<file path="config.mk">
export PLATFORM = sky130hd
export DESIGN_NAME = mpsm_out_reg
export DESIGN_NICKNAME = d
export VERILOG_FILES = /design/src/rtl/multi_pattern_string_matcher_defines.svh /design/src/rtl/mpsm_pkg.sv /design/src/rtl/mpsm_out_reg.sv
export SDC_FILE = /design/constraint.sdc
export NUM_CORES = 1
export LEC_CHECK = 0
export ABC_AREA = 1
export BUFFER_PORTS_ARGS = -buffer_cell sky130_fd_sc_hd__buf_2
export CORE_MARGIN = 2
export CORE_UTILIZATION = 40
export DETAILED_ROUTE_END_ITERATION = 16
export PLACE_DENSITY = 0.84
export SLEW_MARGIN = 40
export SYNTH_ARGS = -nofsm -noshare
export SYNTH_HDL_FRONTEND = slang
export SYNTH_SLANG_ARGS = --single-unit
</file>
<file path="constraint.sdc">
create_clock -name i_clk -period 3.21 [get_ports i_clk]
set_input_delay 0.1605 -clock i_clk [delete_from_list [all_inputs] [get_ports i_clk]]
set_output_delay 0.1605 -clock i_clk [all_outputs]
set_load 0.03 [all_outputs]
</file>
<file path="src/rtl/multi_pattern_string_matcher_defines.svh">
// ---------------------------------------------------------------------------
// multi_pattern_string_matcher_defines
// Assertion macros shared by the matcher RTL.
// ---------------------------------------------------------------------------
`ifndef MULTI_PATTERN_STRING_MATCHER_DEFINES_SVH
`define MULTI_PATTERN_STRING_MATCHER_DEFINES_SVH

// same-cycle implication, checked out of reset
`define MPSM_ASSERT_IMP(label, ante, cons, msg) \
    label: assert property (@(posedge i_clk) disable iff (!i_rst_n) (ante) |-> (cons)) \
        else $error(msg);

// next-cycle implication, checked out of reset
`define MPSM_ASSERT_NXT(label, ante, cons, msg) \
    label: assert property (@(posedge i_clk) disable iff (!i_rst_n) (ante) |=> (cons)) \
        else $error(msg);

`endif

</file>
<file path="src/rtl/mpsm_pkg.sv">
// ---------------------------------------------------------------------------
// mpsm_pkg
// Shared types and constants of the multi-pattern string matcher.
// ---------------------------------------------------------------------------
package mpsm_pkg;

    localparam int ALPHABET_SIZE_DEF = 26;
    localparam int MAX_NODES_DEF     = 1024;
    localparam int MAX_PATTERNS_DEF  = 256;
    localparam int MAX_DEPTH_DEF     = 32;
    localparam int RESULT_LIMIT      = 32;
    localparam logic [7:0] BASE_RESET = 8'd97;   // 'a'

    typedef enum logic [1:0] {
        CMD_PAT_SYM = 2'd0,
        CMD_PAT_END = 2'd1,
        CMD_BUILD   = 2'd2,
        CMD_TEXT    = 2'd3
    } t_cmd;

    typedef enum logic [1:0] {
        ST_OK      = 2'd0,
        ST_RANGE   = 2'd1,
        ST_FULL    = 2'd2,
        ST_TOOLONG = 2'd3
    } t_status;

    // field write enables of the node store
    typedef struct packed {
        logic cv;
        logic pat;
        logic links;
        logic depth;
    } t_nwmask;

    typedef struct packed {
        logic        match_valid;
        logic [7:0]  pattern_id;
        logic [31:0] start_position;
        logic        last;
        t_status     status;
    } t_result;

endpackage

</file>
<file path="src/rtl/mpsm_out_reg.sv">
// ---------------------------------------------------------------------------
// mpsm_out_reg
// Output register between the sequencer and the result stream.
// ---------------------------------------------------------------------------
module mpsm_out_reg
    import mpsm_pkg::*;
(
    input  logic    i_clk,
    input  logic    i_rst_n,
    input  logic    i_push,
    input  t_result i_res,
    output logic    o_rdy,
    output logic    o_valid,
    input  logic    i_tready,
    output t_result o_res
);

    logic r_valid;
    t_result r_res;

    assign o_rdy   = !r_valid || i_tready;
    assign o_valid = r_valid;
    assign o_res   = r_res;

    // valid flag
    always_ff @(posedge i_clk) begin
        if (!i_rst_n) begin
            r_valid <= 1'b0;
        end else if (i_push && o_rdy) begin
            r_valid <= 1'b1;
        end else if (i_tready) begin
            r_valid <= 1'b0;
        end
    end

    // payload
    always_ff @(posedge i_clk) begin
        if (i_push && o_rdy) r_res <= i_res;
    end

endmodule

</file>
==> impl_metrics.yaml, run 1 <==
power_and_ir_drop:
  p_sw_w: 0.000293
  ir_drop_v: 0.000377
  powerDensity_nw_per_um2: 502
  clkPwrFrac: 0.271
  p_comb_frac: 0.159
  p_total_w: 0.00122
  p_sw_frac: 0.240
  internal_power_w: 0.000928
  seqPwrFrac: 0.569
  p_leak_nw: 1.05
logic_synthesis:
  syn_nets: 99
  synth_cells: 51
  synth_seq_area_share: 0.977
  synth_area_leaders: "edfxtp_1 96%, dfxtp_1 1.5%, a21oi_2 0.64%"
  synth_warnings: 0
  synth_cell_types: 7
  synth_area_um2: 1370
  avgSynthCellArea_um2: 26.9
  yosysTopAreaCell: "edfxtp_1"
  synth_top_area_share: 0.963
  ys_ff_latch: 45
route:
  route.detailed.drc: 0
  vias: 1046
  drtIter0Drc: 28
  wire_per_inst_um: 16.0
  totalWireLength_mm: 3.89
  antenna_left: 0
  avgViaCountPerCell: 4.30
  first_pass_iters: 4
hold_path:
  hold_depth: 3
  min_path_type: "primary input to flop"
  hp-start: "i_rst_n"
  min_to: "o_valid$_SDFFE_PN0P_"
clock_tree:
  cts_buffer_depth: 2
  cts-root-buf: "clkbuf_4"
  cts_tree: "yes"
  post_cts_resized: 0
  cts-buffers-inserted: 5
  clk_latency_ns: 0.33
  ctsHoldBuffers: 36
  cts_sinks: 45
  clkTransAtPathRegs_ns: 0.13
  h-tree-depth: 2
  post_cts_buffers: 0
timing:
  timing.max_slew.rel_slack: 0.656
  hold_viol_final: 0
  clock_skew_ns: 0.0178
  fmax_mhz: 614
  min_period_ns: 1.63
  setup_ws_ns: 1.58
  finalSetupViolCount: 0
  period_share: 0.507
  fin_tns_setup_ns: 0
  rsz0062_at_grt: "no"
  worstMarginPinSlew_ns: 0.515
  drv_slew: 0
finish:
  fin_nets: 244
  seq_area_um2: 1340
  layout-drive-gt1-share: 0.533
  fillers: 203
  antenna_cells: 0
  multi_input_area_um2: 31.3
  syn_to_final_growth_pct: 77.1
  final_core_util: 0.734
  layout_commonest_cell: "buf_2"
  layout_common_cells: "93 x buf_2, 44 x dlygate4sd3_1, 44 x edfxtp_1, 5 x clkbuf_4, 2 x inv_1"
job:
  cap_violations: 0
floorplanning:
  rows: 21
  die_w_um: 62.6
  dieArea_um2: 3920
  core_area_um2: 3310
  die_h_um: 62.6
  start_util: 0.415
  ios: 94
critical_path:
  required_ns: 3.21
  worstSetupStartpointType: "flop"
  crit_slowest_cell: "a21oi_4"
  cp.arrival_ns: 1.63
  path_max_fanout: 28
  worstSetupEndpointType: "flop"
  worst_r2r_path_depth: 2
  max_stage_delay_ns: 0.47
  r2r_end: "o_res[27]$_DFFE_PP_"
  reg2reg_from: "o_valid$_SDFFE_PN0P_"
  crit_chain: "a21oi_4, buf_4"
  rrSetupSlack_ns: 1.58
  worstSetupPathType: "flop to flop"
global_routing:
  grt_overflow_total: 0
  grt_start_max_net_pins: 29
  grt_antenna_before_repair: 0
  grt_pass1_wl_mm: 5.82
  grt_use_total: 0.202
  grt_pass1_vias: 1171
place:
  port_buffers: 93
  gp_congestion: 0.653
  post-place-ws_ns: 1.61
outcome:
  status: "completed"
==> Yosys cell counts <==
| cell type | n |
|---|---|
| a21oi_1 | 1 |
| a21oi_2 | 1 |
| dfxtp_1 | 1 |
| edfxtp_1 | 44 |
| inv_1 | 2 |
| inv_2 | 1 |
| nand2_2 | 1 |
==> layout make-up <==
class,instances,area share
flip-flops and latches,45,0.552
repair buffers,138,0.376
inverters,3,0.00463
clock buffers,6,0.0170
clock inverters,2,0.0144
well taps,46,0.0237
multi-input cells,3,0.0129
==> critical path, delay by kind of cell, from the launching register on <==
family                 cells  cell delay (ns)
AOI/OAI and AO/OA          1             0.47
buffers and inverters      1             0.43
DFF                        1             0.38
==> registers in the layout, summed over array words and instances (netlist names) <==
register / cells
o_res: 44
o_valid: 1
==> routing by layer <==
layer  vias to the layer above  GRT usage  part of all wire  wire, um
met3                         5     0.0991              0.11       410
met4                         0     0.0667            0.0075        29
li1                        487          -                 -         -
met5                         -          0                 0         0
met1                       486      0.214              0.39      1510
met2                        68      0.352              0.50      1930
==> power by group through the flow <==
stage | clock (W) | combinational (W) | sequential [W]
after global placement | 0 | 0.000145 | 0.000706
after global routing | 0.000368 | 0.000204 | 0.000699
after detailed placement | 0 | 0.000149 | 0.000708
after floorplan | 0 | 0.0000138 | 0.000779
final | 0.000331 | 0.000194 | 0.000695
after CTS | 0.000334 | 0.000182 | 0.000694
==> how the worst max path moves through the flow <==
stage | from | endpoint | cells after the start
5_1_grt | o_valid$_SDFFE_PN0P_ | o_res[27]$_DFFE_PP_ | 2
3_3_place_gp | o_valid$_SDFFE_PN0P_ | o_res[31]$_DFFE_PP_ | 2
4_1_cts | o_valid$_SDFFE_PN0P_ | o_res[34]$_DFFE_PP_ | 2
2_1_floorplan | o_valid$_SDFFE_PN0P_ | o_res[0]$_DFFE_PP_ | 1
6_report | o_valid$_SDFFE_PN0P_ | o_res[27]$_DFFE_PP_ | 2
3_5_place_dp | o_valid$_SDFFE_PN0P_ | o_res[0]$_DFFE_PP_ | 2
==> cell families after synthesis <==
kind of cell           count (synthesis)  synth area share
AO/OA/AOI/OAI                          2            0.0100
buffers and inverters                  3           0.00820
flip-flops                            45             0.977
AND/OR/NAND/NOR                        1           0.00456
==> metrics by stage <==
stage               instance area, um2  hold slack, ns  instances
floorplan                         1370           0.259         51
global placement                  1910           0.337        191
detailed placement                1910           0.339        191
CTS                               2350        0.000656        235
global route                      2430          0.0415        243
finish                            2430          0.0662        243
No activity file was read; power rests on OpenSTA's default activity.
==> run 2, diff against run 1 <==
--- a/config.mk
+++ b/config.mk
@@ -8,9 +8,9 @@
 export ABC_AREA = 1
 export BUFFER_PORTS_ARGS = -buffer_cell sky130_fd_sc_hd__buf_2
 export CORE_MARGIN = 2
-export CORE_UTILIZATION = 40
+export CORE_UTILIZATION = 36
 export DETAILED_ROUTE_END_ITERATION = 16
-export PLACE_DENSITY = 0.84
+export PLACE_DENSITY = 0.8
 export SLEW_MARGIN = 40
 export SYNTH_ARGS = -nofsm -noshare
 export SYNTH_HDL_FRONTEND = slang
==> constraint.sdc (replaced) <==
create_clock -name i_clk -period 1.4 [get_ports i_clk]
set_input_delay 0.07 -clock i_clk [delete_from_list [all_inputs] [get_ports i_clk]]
set_output_delay 0.07 -clock i_clk [all_outputs]
set_load 0.03 [all_outputs]
==> impl_metrics.yaml, run 2 (synthesized netlist as in run 1, its figures left out) <==
critical_path:
  required_ns: 1.39
  crit_family: "flip-flops"
  worstSetupPathType: "flop to flop"
  path_buf_inv: 1
  crit_chain: "a21oi_4, buf_12"
  crit_slowest_cell: "dfxtp_4"
  max_stage_delay_ns: 0.36
  cp.arrival_ns: 1.07
  worstSetupStartpointType: "flop"
  worstSetupEndpointType: "flop"
  path_max_fanout: 25
timing:
  hold_ws_ns: 0.0780
  timing.max_slew.rel_slack: 0.866
  period_share: 0.770
  drv_slew: 0
  fmax_mhz: 928
  worstMarginPinSlew_ns: 0.201
  clock_skew_ns: 0.00419
  min_period_ns: 1.08
  rsz0062_at_grt: "no"
  hold_viol_final: 0
  finalSetupViolCount: 0
floorplanning:
  core_area_um2: 3660
  rows: 22
  die_w_um: 65.7
  dieArea_um2: 4320
  start_util: 0.375
  die_h_um: 65.7
  ios: 94
route:
  totalWireLength_mm: 3.40
  antenna_left: 0
  wire_per_inst_um: 13.8
  first_pass_iters: 2
  avgViaCountPerCell: 4.13
  drtIter0Drc: 41
  vias: 1019
  route.detailed.drc: 0
power_and_ir_drop:
  p_sw_w: 0.000679
  seqPwrFrac: 0.535
  p_comb_frac: 0.153
  p_sw_frac: 0.229
  p_leak_nw: 1.08
  internal_power_w: 0.00229
  ir_drop_v: 0.000855
  powerDensity_nw_per_um2: 1180
  clkPwrFrac: 0.312
global_routing:
  grt_pass1_vias: 1104
  grt_pass1_wl_mm: 5.14
  grt_overflow_total: 0
  grt_start_max_net_pins: 26
  grt_antenna_before_repair: 0
  grt_use_total: 0.169
finish:
  syn_to_final_growth_pct: 82.9
  multi_input_area_um2: 31.3
  largest_reg_flops: 44
  layout.cells.non_filler: 247
  layout_commonest_cell: "buf_2"
  antenna_cells: 0
  fillers: 249
  layout-drive-gt1-share: 0.533
  fin_nets: 246
  seq_area_um2: 1350
  layout_common_cells: "93 x buf_2, 45 x dlygate4sd3_1, 44 x edfxtp_1, 5 x clkbuf_8"
clock_tree:
  cts_buffer_depth: 2
  h-tree-depth: 2
  cts-buffers-inserted: 5
  clkTransAtPathRegs_ns: 0.08
  cts-root-buf: "clkbuf_8"
  cts_tree: "yes"
  cts_sinks: 45
  clk_latency_ns: 0.29
outcome:
  status: "completed"
place:
  gp_congestion: 0.707
  hpwl_mm: 2.11
  port_buffers: 93
  dp.cells: 194
hold_path:
  min_path_type: "primary input to flop"
job:
  cap_violations: 0
-- run 2: cell types whose count changed in the layout (fill, tap and decap cells not counted), sizes merged --
| cell | previous run | this run |
|---|---|---|
| buf | 94 | 95 |
| dlygate4sd3 | 44 | 45 |
-- run 2: routing by layer --
| metal | up-vias | track usage | routed length (um) |
|---|---|---|---|
| li1 | 490 | - | - |
| met1 | 460 | 0.178 | 1210 |
| met2 | 65 | 0.293 | 1770 |
| met3 | 4 | 0.0788 | 383 |
| met4 | 0 | 0.0625 | 37 |
| met5 | - | 0 | 0 |
-- run 2: stage by stage --
step | setup WS [ns] | utilization | cell area [um2] | total power [W] | TNS, ns
final | 0.322 | 0.686 | 2510 | 0.00297 | 0
after global routing | 0.291 | 0.686 | 2510 | 0.00309 | 0
after CTS | 0.315 | 0.686 | 2510 | 0.00300 | 0
after detailed placement | 0.329 | 0.533 | 1950 | 0.00198 | 0
after global placement | 0.368 | 0.533 | 1950 | 0.00196 | 0
after floorplan | -0.169 | - | 1390 | 0.00182 | -7.46
-- run 2: power by group through the flow --
stage / sequential [W] / clock, W / combinational [W]
finish: 0.00159 / 0.000928 / 0.000454
global route: 0.00160 / 0.00101 / 0.000482
CTS: 0.00159 / 0.000959 / 0.000452
detailed placement: 0.00162 / 0 / 0.000356
global placement: 0.00162 / 0 / 0.000347
floorplan: 0.00178 / 0 / 0.0000348
-- run 2: what timing repair did --
item	4_1_cts	5_1_grt
hold buffers	45	0
resized for setup	0	0
buffers inserted	0	0
endpoints found under the setup margin	0	0
endpoints found under the hold margin	45	0
-- run 2: worst min-delay path, stage by stage --
cell and delay, ns:
buf_2 0.09, inv_2 0.05, nand2_2 0.07, a21oi_2 0.06
-- run 2: cell type report --
class,count,share of cell area
inverter,3,0.00449
timing repair buffer,140,0.381
tap,48,0.0239
sequential,45,0.536
clock inverter,2,0.0135
multi-input combinational,3,0.0125
clock buffer,6,0.0289
-- run 2: final timing paths --
check,start,to,slack [ns],depth (start not counted)
max,o_valid$_SDFFE_PN0P_,o_res[39]$_DFFE_PP_,0.32,2
min,i_tready,o_valid$_SDFFE_PN0P_,0.08,4
max reg2reg,o_valid$_SDFFE_PN0P_,o_res[39]$_DFFE_PP_,0.32,2
min reg2reg,o_valid$_SDFFE_PN0P_,o_valid$_SDFFE_PN0P_,0.54,2
